### src/sv/qslerp_pkg.sv
// Shared types, constants and the arctangent table for the quaternion slerp pipeline.
package qslerp_pkg;

	localparam int FRAC_BITS = 16;
	localparam int FW        = 18;
	localparam int CW        = 34;
	localparam int SQW       = 34;
	localparam int SQ_STEPS  = 17;
	localparam int DIV_STEPS = 18;
	localparam int DW        = 34;
	localparam int ANG_SHIFT = 14;

	localparam logic [16:0]          ONE  = 17'h10000;
	localparam logic [17:0]          TWO  = 18'h20000;
	localparam logic signed [CW-1:0] KINV = 34'sd652032874;

	typedef logic signed [FW-1:0] fld_t;
	typedef logic signed [FW:0]   fldn_t;

	typedef struct packed {
		fld_t  [3:0] p;
		fldn_t [3:0] qn;
		logic  [16:0] t;
		logic  [17:0] k0l;
		logic  [17:0] k1l;
		logic         tr;
		logic  [16:0] cc;
		logic  [16:0] s;
	} side_t;

	localparam int SIDE_W = $bits(side_t);

	function automatic logic signed [CW-1:0] atan_q30(input logic [4:0] k);
		logic signed [CW-1:0] r;
		unique case (k)
			5'd0:  r = 34'sh3243F6A8;
			5'd1:  r = 34'sh1DAC6705;
			5'd2:  r = 34'sh0FADBAFC;
			5'd3:  r = 34'sh07F56EA6;
			5'd4:  r = 34'sh03FEAB76;
			5'd5:  r = 34'sh01FFD55B;
			5'd6:  r = 34'sh00FFFAAA;
			5'd7:  r = 34'sh007FFF55;
			5'd8:  r = 34'sh003FFFEA;
			5'd9:  r = 34'sh001FFFFD;
			5'd10: r = 34'sh000FFFFF;
			5'd11: r = 34'sh0007FFFF;
			5'd12: r = 34'sh0003FFFF;
			5'd13: r = 34'sh0001FFFF;
			5'd14: r = 34'sh0000FFFF;
			5'd15: r = 34'sh00007FFF;
			5'd16: r = 34'sh00003FFF;
			5'd17: r = 34'sh00001FFF;
			5'd18: r = 34'sh00000FFF;
			5'd19: r = 34'sh000007FF;
			5'd20: r = 34'sh000003FF;
			5'd21: r = 34'sh000001FF;
			5'd22: r = 34'sh000000FF;
			5'd23: r = 34'sh0000007F;
			5'd24: r = 34'sh0000003F;
			5'd25: r = 34'sh0000001F;
			5'd26: r = 34'sh0000000F;
			5'd27: r = 34'sh00000008;
			5'd28: r = 34'sh00000004;
			5'd29: r = 34'sh00000002;
			5'd30: r = 34'sh00000001;
			5'd31: r = 34'sh00000000;
		endcase
		return r;
	endfunction

	function automatic logic [DW-1:0] sin_to_num(input logic signed [CW-1:0] y);
		logic [31:0] c;
		if (y < 0) begin
			c = '0;
		end else if (y > 34'sh080000000) begin
			c = 32'h80000000;
		end else begin
			c = y[31:0];
		end
		return {c, 2'b00};
	endfunction

endpackage

### src/sv/qslerp_div.sv
// Pipelined restoring divider for the slerp weights, saturated at two.
module qslerp_div #(
	parameter int PW = 1
) (
	input  logic                        clk,
	input  logic                        arst_n,
	input  logic                        en,
	input  logic                        in_valid,
	input  logic [qslerp_pkg::DW-1:0]   in_num,
	input  logic [16:0]                 in_den,
	input  logic [PW-1:0]               in_side,
	output logic                        out_valid,
	output logic [17:0]                 out_quo,
	output logic [PW-1:0]               out_side
);
	import qslerp_pkg::*;

	logic [DIV_STEPS-1:0] v_s;
	logic [DIV_STEPS-1:0] ovf_s;
	logic [DW-1:0]        rem_s [DIV_STEPS];
	logic [DW-1:0]        rem_p [DIV_STEPS];
	logic [DW-1:0]        rem_n [DIV_STEPS];
	logic [17:0]          quo_s [DIV_STEPS];
	logic [17:0]          quo_p [DIV_STEPS];
	logic [17:0]          quo_n [DIV_STEPS];
	logic [16:0]          den_s [DIV_STEPS];
	logic [16:0]          den_p [DIV_STEPS];
	logic [PW-1:0]        side_s [DIV_STEPS];
	logic                 ovf_in;

	assign ovf_in = (in_num >> DIV_STEPS) >= DW'(in_den);

	always_comb begin
		logic [DW-1:0] d;
		rem_p[0] = in_num;
		quo_p[0] = '0;
		den_p[0] = in_den;
		for (int j = 1; j < DIV_STEPS; j++) begin
			rem_p[j] = rem_s[j-1];
			quo_p[j] = quo_s[j-1];
			den_p[j] = den_s[j-1];
		end
		for (int j = 0; j < DIV_STEPS; j++) begin
			d = DW'(den_p[j]) << (DIV_STEPS - 1 - j);
			if (rem_p[j] >= d) begin
				rem_n[j] = rem_p[j] - d;
				quo_n[j] = {quo_p[j][16:0], 1'b1};
			end else begin
				rem_n[j] = rem_p[j];
				quo_n[j] = {quo_p[j][16:0], 1'b0};
			end
		end
	end

	always_ff @(posedge clk or negedge arst_n) begin
		if (!arst_n) begin
			v_s <= '0;
		end else if (en) begin
			v_s <= {v_s[DIV_STEPS-2:0], in_valid};
		end
	end

	always_ff @(posedge clk) begin
		if (en) begin
			side_s[0] <= in_side;
			ovf_s     <= {ovf_s[DIV_STEPS-2:0], ovf_in};
			for (int j = 1; j < DIV_STEPS; j++) begin
				side_s[j] <= side_s[j-1];
			end
			for (int j = 0; j < DIV_STEPS; j++) begin
				rem_s[j] <= rem_n[j];
				quo_s[j] <= quo_n[j];
				den_s[j] <= den_p[j];
			end
		end
	end

	assign out_valid = v_s[DIV_STEPS-1];
	assign out_quo   = (ovf_s[DIV_STEPS-1] || quo_s[DIV_STEPS-1] > TWO) ? TWO
		: quo_s[DIV_STEPS-1];
	assign out_side  = side_s[DIV_STEPS-1];

endmodule

### config.mk
export PLATFORM = sky130hd
export DESIGN_NAME = qslerp_div
export DESIGN_NICKNAME = d
export VERILOG_FILES = /design/src/sv/qslerp_pkg.sv /design/src/sv/qslerp_div.sv
export SDC_FILE = /design/constraint.sdc
export NUM_CORES = 2
export LEC_CHECK = 0
export BUFFER_PORTS_ARGS = -buffer_cell sky130_fd_sc_hd__buf_2
export CAP_MARGIN = 5
export CELL_PAD_IN_SITES_DETAIL_PLACEMENT = 2
export CELL_PAD_IN_SITES_GLOBAL_PLACEMENT = 2
export CORE_MARGIN = 1
export CORE_UTILIZATION = 40
export CTS_BUF_LIST = sky130_fd_sc_hd__clkbuf_8
export CTS_CLUSTER_SIZE = 40
export DETAILED_ROUTE_END_ITERATION = 6
export PLACE_DENSITY_LB_ADDON = 0.1
export REMOVE_ABC_BUFFERS = 1
export SETUP_SLACK_MARGIN = 0.1
export SLEW_MARGIN = 20
export SYNTH_ARGS = -nofsm -noshare
export SYNTH_HDL_FRONTEND = slang
export SYNTH_SLANG_ARGS = --single-unit
### constraint.sdc
create_clock -name clk -period 4.2 [get_ports clk]
set_clock_uncertainty 0.1 [all_clocks]
set_input_delay 0.42 -clock clk [delete_from_list [all_inputs] [get_ports clk]]
set_output_delay 0.42 -clock clk [all_outputs]
set_load 0.03 [all_outputs]
==> results.yml <==
setup_path:
  critPathTopFamily: "compound AO/OA/AOI/OAI gates"
  timing.critical_path.slowest_stage_cell: "sky130_fd_sc_hd__a21oi_1"
  cp_num_buf_inv: 1
  r2r-start: "den_s[4][0]"
  setup.worst_path.end_class: "flop"
  cp.depth: 11
  cp_data_required_time_ns: 4.74
  worst_ep_arrival_time_ns: 4.47
  rr_endpoint: "rem_s[5][12]"
  critical-path-top-cell-by-count: "sky130_fd_sc_hd__a21oi_1"
  timing.critical_path.from: "den_s[4][0]"
  worstSetupEndpoint: "rem_s[5][12]"
  timing_worst_setup_path_type: "flop to flop"
  worstPathCellList: "ha_1 > fa_1 > nor2b_1 > o21ai_0 > a21oi_1 > o221ai_1 > a21oi_1 > o31a_1 > buf_12 > nor2_1 > a21oi_1"
  critical_path.max_fanout: 24
  timing.reg2reg.worst_path_depth: 11
  largest_incremental_delay_on_the_critical_path_ns: 0.59
  reg2reg_slack_ns: 0.27
  cp-start-kind: "flop"
final_layout:
  final_util_pct: 46.0
  post_route_cells_drive_above_1_share_pct: 10.9
  ff_latch_area_mm2: 0.0327
  multi_input_comb_area_mm2: 0.0200
  nets: 5133
  fillerInstances: 13400
  finalInstanceArea_mm2: 0.0618
  area_growth_pct: 13.5
synthesis:
  synth-async-reset-ratio_pct: 1.65
  synth.top_cells.by_count: "1,074 x sky130_fd_sc_hd__edfxtp_1, 388 x sky130_fd_sc_hd__inv_1, 322 x sky130_fd_sc_hd__ha_1"
  yosys_register_bits: 1092
  netlist.top_cell.by_area: "sky130_fd_sc_hd__edfxtp_1"
  syn_area_per_cell_um2: 12.3
  number_of_flops_mapped_to_enable_cells_by_yosys: 1074
  synth.top_cells.by_area: "sky130_fd_sc_hd__edfxtp_1 59%, sky130_fd_sc_hd__ha_1 7.4%, sky130_fd_sc_hd__a21oi_1 2.9%"
  synth.yosys.seq_area_share_pct: 60.1
  ys_warn_count: 0
  synth_largest_type_area_fraction_pct: 59.3
  postSynth.topFlopCell: "sky130_fd_sc_hd__edfxtp_1"
  synth_most_common_cell: "sky130_fd_sc_hd__edfxtp_1"
  yosys.cell_types.count: 92
  synthesis.area_mm2: 0.0544
  number_of_instances_in_the_synthesized_netlist: 4410
sta:
  tightestPinTransition_ns: 0.908
  setup_tns_ns: 0
  clock.fmax_mhz: 254
  period_needed_ns: 3.93
  min_period_over_period_pct: 93.6
  report.final.setup_viol: 0
  report.final.slew_viol_count: 0
  slew_headroom_pct: 39.2
  finalHoldViolations: 0
  grt_setup_unrepaired: "no"
detailed_routing:
  routed_wire_length_um: 154000
  vias_per_cell: 5.40
  final_antenna_net_count: 0
  detailed_route_drc_error_count: 0
  drt-pass1-iter-count: 5
  drtIter0Drc: 1777
  avgRoutedWirePerCell_um: 23.0
  vias: 36000
floorplanning:
  core-area_mm2: 0.134
  std_cell_rows: 134
  ios: 76
  die-area_mm2: 0.138
  initial_core_utilization_pct: 40.5
  fp.dieH_um: 371
  die_w_um: 371
power:
  swShare_pct: 35.6
  cellLeakagePower_nw: 24.0
  comb_power_share_pct: 33.3
  p_total_w: 0.0392
  clkPwrFrac_pct: 24.2
  peakVddDrop_v: 0.000351
  internal_power_w: 0.0253
  power_density_mw_per_mm2: 635
  power.switching_w: 0.0140
  seqPwrFrac_pct: 42.5
clock_tree:
  tritoncts.num_buffers: 191
  cts_tree: "done"
  cts_root_buf: "sky130_fd_sc_hd__clkbuf_8"
  h-tree-depth: 4
  cts_num_sinks: 1092
  max-clock-path-buffers: 3
  cts.reportedPaths.clkPinSlew_ns: 0.06
  clk-insertion-delay-late_ns: 0.92
global_route:
  global_route.overflow_total: 0
  via_count_of_the_first_global_routing_pass: 40300
  grt_antenna_before_repair: 2
  wire_length_of_the_first_global_routing_pass_um: 238000
  grt_start_max_net_pins: 130
  grt.total_usage_pct: 22.5
run:
  drv_cap: 0
placed_design:
  port_buffer_count: 75
  post-dp-hpwl_um: 115000
  gp_congestion: 0.816
  placedInstanceArea_mm2: 0.0575
run_status:
  run_status: "complete, no violations"
hold_path:
  hp-class: "input port to flop"
cell usage in the layout (no fill, tap or decap), drive strengths merged, types with 77 or more instances in the layout:
cell type / synthesis / routed
o21ai: 254 / 254
xnor2: 175 / 175
xor2: 178 / 178
clkbuf: 55 / 198
edfxtp: 1074 / 1074
a21o: 120 / 120
inv: 390 / 460
nand2: 276 / 276
nor3: 92 / 92
clkinv: 0 / 77
ha: 322 / 322
mux2: 78 / 78
buf: 21 / 154
nor2: 297 / 297
a21oi: 314 / 314
per-layer routing:
metal  global-route usage, %  vias up  routed length [um]
li1                        -    17000                   -
met1                    26.2    18400               63900
met2                    42.6      472               82200
met3                    3.14      238                4080
met4                    6.34        0                3520
met5                       0        -                   0
power groups by stage:
stage / combinational (W) / sequential [W] / clock [W]
after CTS: 0.0131 / 0.0167 / 0.00980
after floorplan: 0.00927 / 0.0160 / 0
after global placement: 0.0124 / 0.0168 / 0
after detailed placement: 0.0129 / 0.0169 / 0
final: 0.0131 / 0.0167 / 0.00949
after global routing: 0.0145 / 0.0169 / 0.0102
per-stage QoR:
step,setup WS [ns],hold WS [ns],instances
2_1_floorplan,-0.193,0.0244,4334
3_3_place_gp,0.317,0.268,6255
3_5_place_dp,0.273,0.283,6255
4_1_cts,0.102,0.0254,6661
5_1_grt,0.0782,0.0667,6668
6_report,0.269,0.139,6668
worst min-delay path by stage:
stage	start	to	slack, ns	depth (start not counted)
finish	in_num[0]	rem_s[0][0]	0.14	2
global route	in_num[8]	rem_s[0][8]	0.07	2
CTS	in_num[2]	rem_s[0][2]	0.03	2
detailed placement	arst_n	v_s[1]	0.28	1
global placement	arst_n	v_s[0]	0.27	1
floorplan	arst_n	v_s[0]	0.02	0
registers in the layout, summed over array words and instances (netlist names):
register,count
den_s,289
quo_s,171
rem_s,578
ovf_s,18
v_s,18
side_s,18
kinds of logic (layout without fill, tap and decap cells):
| kind of cell | count (synthesis) | in the layout | share of synthesized area (%) |
|---|---|---|---|
| compound gates | 940 | 941 | 10.7 |
| xor+xnor | 353 | 353 | 5.68 |
| fa+ha+maj | 339 | 339 | 8.03 |
| buf+inv | 466 | 950 | 3.29 |
| flops | 1092 | 1092 | 60.1 |
| mux | 81 | 81 | 1.67 |
| other cells | 0 | 5 | 0 |
| simple gates | 1139 | 1139 | 10.6 |
cell type report:
type	instances	share of cell area, %
Sequential cell	1092	52.9
Multi-Input combinational cell	2853	32.4
Clock buffer	198	4.41
Tap cell	1768	3.58
Timing Repair Buffer	210	2.79
Inverter	390	2.37
Clock inverter	152	1.50
Antenna cell	5	0.0203
timing repair:
| item | 4_1_cts | 5_1_grt |
|---|---|---|
| setup endpoints to repair | 0 | 38 |
| resized for setup | 0 | 6 |
| endpoints found under the hold margin | 121 | 0 |
| buffers inserted | 0 | 1 |
| hold buffers | 56 | 0 |
Power figures use the tool's default switching activity.
