$ cat config.mk
export PLATFORM = sky130hd
export DESIGN_NAME = qslerp_sqrt
export DESIGN_NICKNAME = d
export VERILOG_FILES = /design/src/sv/qslerp_pkg.sv /design/src/sv/qslerp_sqrt.sv
export SDC_FILE = /design/constraint.sdc
export NUM_CORES = 1
export LEC_CHECK = 0
export BUFFER_PORTS_ARGS = -buffer_cell sky130_fd_sc_hd__buf_4
export CAP_MARGIN = 20
export CORE_UTILIZATION = 40
export DETAILED_ROUTE_END_ITERATION = 8
export HOLD_SLACK_MARGIN = 0.15
export MAX_ROUTING_LAYER = met4
export PLACE_DENSITY_LB_ADDON = 0.08
export SLEW_MARGIN = 20
export SYNTH_ARGS = -nofsm -noshare
export SYNTH_HDL_FRONTEND = slang
export SYNTH_SLANG_ARGS = --single-unit
$ cat constraint.sdc
create_clock -name clk -period 3.5 [get_ports clk]
set_input_delay 0.35 -clock clk [delete_from_list [all_inputs] [get_ports clk]]
set_output_delay 0.35 -clock clk [all_outputs]
set_load 0.02 [all_outputs]
$ cat src/sv/qslerp_pkg.sv
// Shared types, constants and the arctangent table for the quaternion slerp pipeline.
package qslerp_pkg;

	localparam int FRAC_BITS = 16;
	localparam int FW        = 18;
	localparam int CW        = 34;
	localparam int SQW       = 34;
	localparam int SQ_STEPS  = 17;
	localparam int DIV_STEPS = 18;
	localparam int DW        = 34;
	localparam int ANG_SHIFT = 14;

	localparam logic [16:0]          ONE  = 17'h10000;
	localparam logic [17:0]          TWO  = 18'h20000;
	localparam logic signed [CW-1:0] KINV = 34'sd652032874;

	typedef logic signed [FW-1:0] fld_t;
	typedef logic signed [FW:0]   fldn_t;

	typedef struct packed {
		fld_t  [3:0] p;
		fldn_t [3:0] qn;
		logic  [16:0] t;
		logic  [17:0] k0l;
		logic  [17:0] k1l;
		logic         tr;
		logic  [16:0] cc;
		logic  [16:0] s;
	} side_t;

	localparam int SIDE_W = $bits(side_t);

	function automatic logic signed [CW-1:0] atan_q30(input logic [4:0] k);
		logic signed [CW-1:0] r;
		unique case (k)
			5'd0:  r = 34'sh3243F6A8;
			5'd1:  r = 34'sh1DAC6705;
			5'd2:  r = 34'sh0FADBAFC;
			5'd3:  r = 34'sh07F56EA6;
			5'd4:  r = 34'sh03FEAB76;
			5'd5:  r = 34'sh01FFD55B;
			5'd6:  r = 34'sh00FFFAAA;
			5'd7:  r = 34'sh007FFF55;
			5'd8:  r = 34'sh003FFFEA;
			5'd9:  r = 34'sh001FFFFD;
			5'd10: r = 34'sh000FFFFF;
			5'd11: r = 34'sh0007FFFF;
			5'd12: r = 34'sh0003FFFF;
			5'd13: r = 34'sh0001FFFF;
			5'd14: r = 34'sh0000FFFF;
			5'd15: r = 34'sh00007FFF;
			5'd16: r = 34'sh00003FFF;
			5'd17: r = 34'sh00001FFF;
			5'd18: r = 34'sh00000FFF;
			5'd19: r = 34'sh000007FF;
			5'd20: r = 34'sh000003FF;
			5'd21: r = 34'sh000001FF;
			5'd22: r = 34'sh000000FF;
			5'd23: r = 34'sh0000007F;
			5'd24: r = 34'sh0000003F;
			5'd25: r = 34'sh0000001F;
			5'd26: r = 34'sh0000000F;
			5'd27: r = 34'sh00000008;
			5'd28: r = 34'sh00000004;
			5'd29: r = 34'sh00000002;
			5'd30: r = 34'sh00000001;
			5'd31: r = 34'sh00000000;
		endcase
		return r;
	endfunction

	function automatic logic [DW-1:0] sin_to_num(input logic signed [CW-1:0] y);
		logic [31:0] c;
		if (y < 0) begin
			c = '0;
		end else if (y > 34'sh080000000) begin
			c = 32'h80000000;
		end else begin
			c = y[31:0];
		end
		return {c, 2'b00};
	endfunction

endpackage

$ cat src/sv/qslerp_sqrt.sv
// Pipelined bit-serial floor square root, one result bit per stage.
module qslerp_sqrt #(
	parameter int PW = 1
) (
	input  logic                         clk,
	input  logic                         arst_n,
	input  logic                         en,
	input  logic                         in_valid,
	input  logic [qslerp_pkg::SQW-1:0]   in_rad,
	input  logic [PW-1:0]                in_side,
	output logic                         out_valid,
	output logic [16:0]                  out_root,
	output logic [PW-1:0]                out_side
);
	import qslerp_pkg::*;

	logic [SQ_STEPS-1:0] v_s;
	logic [SQW-1:0]      rem_s  [SQ_STEPS];
	logic [SQW-1:0]      res_s  [SQ_STEPS];
	logic [SQW-1:0]      rem_n  [SQ_STEPS];
	logic [SQW-1:0]      res_n  [SQ_STEPS];
	logic [SQW-1:0]      rem_p  [SQ_STEPS];
	logic [SQW-1:0]      res_p  [SQ_STEPS];
	logic [PW-1:0]       side_s [SQ_STEPS];

	always_comb begin
		logic [SQW-1:0] bit_v;
		logic [SQW-1:0] trial;
		rem_p[0] = in_rad;
		res_p[0] = '0;
		for (int j = 1; j < SQ_STEPS; j++) begin
			rem_p[j] = rem_s[j-1];
			res_p[j] = res_s[j-1];
		end
		for (int j = 0; j < SQ_STEPS; j++) begin
			bit_v = SQW'(1) << (2 * (SQ_STEPS - 1 - j));
			trial = res_p[j] + bit_v;
			if (rem_p[j] >= trial) begin
				rem_n[j] = rem_p[j] - trial;
				res_n[j] = (res_p[j] >> 1) + bit_v;
			end else begin
				rem_n[j] = rem_p[j];
				res_n[j] = res_p[j] >> 1;
			end
		end
	end

	always_ff @(posedge clk or negedge arst_n) begin
		if (!arst_n) begin
			v_s <= '0;
		end else if (en) begin
			v_s <= {v_s[SQ_STEPS-2:0], in_valid};
		end
	end

	always_ff @(posedge clk) begin
		if (en) begin
			side_s[0] <= in_side;
			for (int j = 1; j < SQ_STEPS; j++) begin
				side_s[j] <= side_s[j-1];
			end
			for (int j = 0; j < SQ_STEPS; j++) begin
				rem_s[j] <= rem_n[j];
				res_s[j] <= res_n[j];
			end
		end
	end

	assign out_valid = v_s[SQ_STEPS-1];
	assign out_root  = res_s[SQ_STEPS-1][16:0];
	assign out_side  = side_s[SQ_STEPS-1];

endmodule

==> reports/results.ini, run 1 <==
[logic_synthesis]
netlist_area_um2=33800
ys_seq_elements=731
syn_nets=2748
synth.area.top_cells=edfxtp_1 63%, ha_1 6.1%, xnor2_1 3.0%
avgSynthCellArea_um2=13.3
synth_top_area_share_pct=63.5
synth_edf_count=714
async_flop_share_pct=2.33
synth_top_family_by_area=simple AND/OR/NAND/NOR gates
synth_xor_area_share_pct=5.83
synth_fa_ha_area_share_pct=6.15
synth.distinct_cells=81
synth_compound_area_share_pct=8.16
postSynthCellCount=2543
synth-simple-area-share_pct=10.7
yosys.area.top_type=edfxtp_1
synthFlopType=edfxtp_1
ys_seq_area_share_pct=64.7
synth_warnings=0
muxShareOfSynthArea_pct=1.67

[routing]
remaining_drc_errors=0
highest_layer=met4
drt_wl_total_um=73800
wire_per_inst_um=19.0
route.met2.wl_um=40000
wl_met3_um=2120
wl_met1_um=29900
dr.pass1.iters=5
via_per_inst=5.19
vias=20200
drtIter0Drc=1174
final_antenna_net_count=0

[global_route]
grt-ovfl-total=0
grtUsageTotal_pct=17.9
grt_pass1_vias=20600
grt_max_degree=83
antenna_found_initial=0
grt_pass1_wl_um=116000

[cells_and_area]
multiInputGateArea_um2=11000
register_area_um2=21900
nFillCells=7432
n_antenna_cell=0
instances_no_fill=3882
drive_gt1_share_pct=10.7
area_growth_syn_to_layout_pct=15.5
nets=2938

[sta]
max_freq_mhz=305
period_needed_ns=3.28
fin_crit_sh_pct=93.6
final.setup_skew_ns=0.0289
worst_pin_slew_ns=0.731
rsz0062_at_grt=no
finalHoldViolCount=0
finalSetupTns_ns=0
max_slew_margin_pct=51.1
final-max-slew-violation-count=0
setup_violations=0

[flow_run]
max_cap_violations=0

[floorplan]
die_w_um=293
start_util_pct=40.4
die-area_um2=85600
core_area_um2=83600
row_count=106
dieHeight_um=293
io_pins=58

[power_and_ir_drop]
leakage_nw=14.8
power.density_nw_per_um2=622
peakVddDrop_mv=0.462

[setup_path]
crit_chain=ha_1 > nor2b_1 > o31ai_1 > a21oi_1 > nor4b_2 > o32ai_1 > a21oi_2 > buf_12 > mux2_2
arrival_ns=3.64
start_kind=register
critical_path_buf_inv_count=1
path_max_fanout=22
cpPeakStageDelay_ns=0.43
cp_top_family=compound AO/OA/AOI/OAI gates
crit_path_top_delay_cell=nor4b_2
required_ns=3.87
r2r-start=rem_s[0][480]
r2r_end=rem_s[0][522]
r2r_slack_ns=0.22
critPathCaptureType=register
criticalPathCategory=reg -> reg
reg2reg_depth=9

[clock_tree]
cts_tree=yes
clk_latency_ns=0.64
clockRootBuffer=clkbuf_16
cts_max_level=3
clkSinkCount=731
path_clk_slew_ns=0.06
postCtsSetupBuffers=0
clockBufferDepth=3
cts-buffers-inserted=83

[outcome]
outcome=finished, final reports clean

[min_path]
min_from=en
hold_class=in -> reg
worstHoldEndpoint=rem_s[0][113]
hold_depth=1

[placed_design]
place_congestion=0.882
dp_hpwl_um=54900
numPortBuffers=57
dpl.cell_count=3689

-- sequential cells by signal, indices dropped and copies added, names as in the netlist --
name,flops
rem_s,544
res_s,153
side_s,17
v_s,17
-- final cells by class --
| class | count | share of cell area [%] |
|---|---|---|
| repair buffers | 140 | 3.32 |
| multi-input cells | 1572 | 28.2 |
| clock inverters | 54 | 1.49 |
| clock buffers | 100 | 5.49 |
| flip-flops and latches | 731 | 56.1 |
| inverters | 205 | 1.97 |
| well taps | 1080 | 3.46 |
-- metal layers --
layer  vias up  global-route usage [%]
li1       9907                       -
met1      9837                    19.7
met2       298                    33.2
met3       114                    2.37
met4         0                    5.68
met5         -                       -
-- worst max path at each step --
stage	startpoint	endpoint	slack, ns	cells past startpoint
2_1_floorplan	rem_s[0][417]	rem_s[0][468]	0.59	7
3_3_place_gp	res_s[0][480]	rem_s[0][517]	0.06	10
3_5_place_dp	res_s[0][480]	rem_s[0][517]	0.008	10
4_1_cts	res_s[0][480]	rem_s[0][522]	0.19	10
5_1_grt	rem_s[0][481]	rem_s[0][532]	0.05	10
6_report	rem_s[0][480]	rem_s[0][522]	0.22	9
-- kinds of logic after synthesis --
family | Yosys count
DFF | 731
and+or+nand+nor | 691
AOI/OAI and AO/OA | 439
buffers and inverters | 240
xor gates and xnor gates | 225
adders and majority gates | 166
muxes | 51
-- stage by stage --
| step | setup WS [ns] | utilization [%] | hold WS (ns) | area (um2) | total power, W |
|---|---|---|---|---|---|
| 6_report | 0.224 | 46.7 | 0.246 | 39000 | 0.0243 |
| 5_1_grt | 0.0470 | 46.7 | 0.233 | 39000 | 0.0254 |
| 4_1_cts | 0.194 | 46.7 | 0.191 | 39000 | 0.0246 |
| 3_5_place_dp | 0.00760 | 43.0 | 0.221 | 35900 | 0.0158 |
| 3_3_place_gp | 0.0638 | 43.0 | 0.218 | 35900 | 0.0157 |
| 2_1_floorplan | 0.592 | - | 0.0544 | 33800 | 0.0144 |
-- power breakdown --
| part | switching, W | leakage [nW] | internal, W |
|---|---|---|---|
| logic | 0.00213 | 6.41 | 0.00171 |
| clock network | 0.00359 | 1.32 | 0.00501 |
| registers | 0.000803 | 7.05 | 0.0110 |
| total | 0.00653 | 14.8 | 0.0177 |
-- Yosys cell counts (16+ instances only) --
library cell	count
edfxtp_1	714
inv_1	205
ha_1	166
nand2_1	153
nor2_1	146
a21oi_1	135
o21ai_0	117
xnor2_1	116
xor2_1	109
nor3_1	80
nor4_1	72
a21o_1	46
mux2_2	42
o21a_1	34
nand2b_1	32
nand3_1	30
nand4_1	28
or3_1	21
nor2b_1	19
dfrtp_1	17
clkbuf_1	16
or2_2	16
-- cells in the final DEF (no fill, tap or decap), drive strengths merged, types with 9 or more instances in the layout --
cell type and instances:
nor4b 13, nor4 72, clkinv 39, o211ai 11, buf 101, nand2 153
a21oi 136, xor2 109, nor2b 19, a31oi 9, dfrtp 17, inv 208
a211oi 11, nor2 147, nand3 30, nand2b 32, mux2i 9, mux2 42
and3 9, edfxtp 714, nor3b 9, o21a 34, dlygate4sd3 39, nand4b 13
nand4 28, ha 166, or2 16, nor3 82, or3 22, a21o 46
o21ai 123, clkbuf 100, xnor2 116, or4 13, o31ai 11
-- what timing repair did --
item	4_1_cts	5_1_grt
gates resized for setup	1	0
hold endpoints to repair	54	0
hold buffers	39	0
setup endpoints to repair	2	0
Power figures use the tool's default switching activity.
==> run 2: changes to the inputs <==
--- a/config.mk
+++ b/config.mk
@@ -7,9 +7,10 @@
 export LEC_CHECK = 0
 export BUFFER_PORTS_ARGS = -buffer_cell sky130_fd_sc_hd__buf_4
 export CAP_MARGIN = 20
+export CORE_MARGIN = 5
 export CORE_UTILIZATION = 40
 export DETAILED_ROUTE_END_ITERATION = 8
-export HOLD_SLACK_MARGIN = 0.15
+export HOLD_SLACK_MARGIN = 0.12
 export MAX_ROUTING_LAYER = met4
 export PLACE_DENSITY_LB_ADDON = 0.08
 export SLEW_MARGIN = 20
==> reports/results.ini, run 2 (synthesis results as in run 1) <==
[outcome]
outcome=finished, final reports clean

[power_and_ir_drop]
peakVddDrop_mv=0.408  ; -12%
power.density_nw_per_um2=614  ; -1.3%
leakage_nw=14.7  ; -0.74%

[routing]
wire_per_inst_um=18.6  ; -2.4%
remaining_drc_errors=0  ; unchanged
via_per_inst=5.12  ; -1.4%
vias=20100  ; -0.37%
dr.pass1.iters=5  ; unchanged
drt_wl_total_um=72800  ; -1.4%
drtIter0Drc=1010  ; -14%
final_antenna_net_count=0  ; unchanged

[cells_and_area]
drive_gt1_share_pct=10.4  ; -0.35 points
mostFrequentLayoutCell=edfxtp_1
nets=2928  ; -0.34%
largest_register_ffs=544  ; unchanged
instances_no_fill=3924  ; +1.1%
nFillCells=7309  ; -1.7%
mostFrequentLayoutCells=714 x edfxtp_1, 205 x inv_1, 166 x ha_1, 153 x nand2_1, 146 x nor2_1
stdcell_area_um2=38900  ; -0.30%
regMostFlops=rem_s
n_antenna_cell=0  ; unchanged
reg.largest.list=rem_s (544), res_s (153)
area_growth_syn_to_layout_pct=15.1

[flow_run]
max_cap_violations=0  ; unchanged

[sta]
final.setup_skew_ns=0.0314  ; +0.00258 ns
worst_pin_slew_ns=0.727  ; -0.00442 ns
period_needed_ns=3.27  ; -0.00218 ns
rsz0062_at_grt=no
max_slew_margin_pct=51.4  ; +0.30 points
whs_ns=0.216  ; -0.0302 ns
fin_crit_sh_pct=93.5  ; about the same
final-max-slew-violation-count=0  ; unchanged
max_freq_mhz=305  ; about the same
finalHoldViolCount=0  ; unchanged
setup_violations=0  ; unchanged

[clock_tree]
path_clk_slew_ns=0.06  ; about the same
clockRootBuffer=clkbuf_16
cts-buffers-inserted=82  ; -1.2%
clkSinkCount=731  ; unchanged
clockBufferDepth=3  ; unchanged
clk_latency_ns=0.64  ; about the same
cts_max_level=3  ; unchanged
cts_tree=yes
postCtsSetupBuffers=0  ; unchanged

[placed_design]
dpl.cell_count=3734  ; +1.2%
numPortBuffers=57  ; unchanged
place_congestion=0.879  ; -0.34%
dp_hpwl_um=53600  ; -2.4%
placed_cell_area_um2=35900  ; about the same

[global_route]
grt_pass1_wl_um=115000  ; -0.90%
grtUsageTotal_pct=16.5  ; -1.4 points
antenna_found_initial=0  ; unchanged
grt-ovfl-total=0  ; unchanged
grt_pass1_vias=20500  ; -0.45%
grt_max_degree=99  ; +19%

[floorplan]
die_w_um=301  ; +2.7%
core_area_um2=83700  ; +0.16%
row_count=106  ; unchanged
die-area_um2=90400  ; +5.5%
dieHeight_um=301  ; +2.7%
start_util_pct=40.4  ; -0.064 points
io_pins=58  ; unchanged

[setup_path]
criticalPathCategory=reg -> reg
required_ns=3.89  ; +0.02 ns
arrival_ns=3.66  ; +0.02 ns
start_kind=register
path_max_fanout=30  ; +36%
critPathCaptureType=register

[min_path]
hold_class=in -> reg

==> run 2: cell type report <==
cell class	instances	area [um2]	share of cell area, %
flip-flops and latches	731	21900	56.2
multi-input cells	1572	11000	28.3
clock buffers	105	2150	5.52
well taps	1134	1420	3.65
inverters	205	769	1.98
repair buffers	131	1200	3.09
clock inverters	46	468	1.20
==> run 2: final timing paths <==
path	cells after the start	to	start	slack (ns)
worst min-delay path	1	rem_s[0][32]	en	0.22
min in group asynchronous	3	v_s[0]	arst_n	0.86
max in group asynchronous	3	v_s[14]	arst_n	2.17
worst max register to register	10	rem_s[0][517]	res_s[0][480]	0.23
worst max-delay path	10	rem_s[0][517]	res_s[0][480]	0.23
worst min register to register	0	side_s[0][8]	side_s[0][7]	0.42
==> run 2: routing by layer <==
metal / part of all wire [%] / vias up / global-route usage (%)
li1: - / 9885 / -
met5: 0 / - / -
met2: 53 / 312 / 29.8
met1: 41 / 9745 / 18.8
met4: 3.4 / 0 / 5.58
met3: 2.9 / 139 / 2.45
==> run 2: critical path, stage by stage, from the launching register on <==
cell      delay [ns]
edfxtp_1        0.36
inv_1           0.06
ha_1            0.35
nor2b_1         0.17
o31ai_2         0.31
a21oi_1         0.20
nor4b_2         0.45
o32ai_2         0.19
a21oi_2         0.36
buf_12          0.23
mux2_2          0.35
==> run 2: per-stage QoR <==
step | total power, W | setup slack (ns) | utilization (%) | setup TNS (ns)
floorplan | 0.0144 | 0.592 | - | 0
global placement | 0.0157 | -0.0125 | 42.9 | -0.0193
detailed placement | 0.0158 | -0.0244 | 42.9 | -0.0714
CTS | 0.0242 | 0.159 | 46.5 | 0
global route | 0.0251 | 0.0809 | 46.5 | 0
finish | 0.0239 | 0.226 | 46.5 | 0
==> run 2: what timing repair did <==
item | 4_1_cts | 5_1_grt
hold buffers | 39 | 0
endpoints found under the setup margin | 4 | 10
hold endpoints to repair | 54 | 0
gates resized for setup | 1 | 2
==> run 2: report_power, final <==
part           internal, W  switching, W
Clock              0.00471       0.00353
Combinational      0.00171       0.00212
Sequential          0.0110      0.000792
Total               0.0174       0.00645
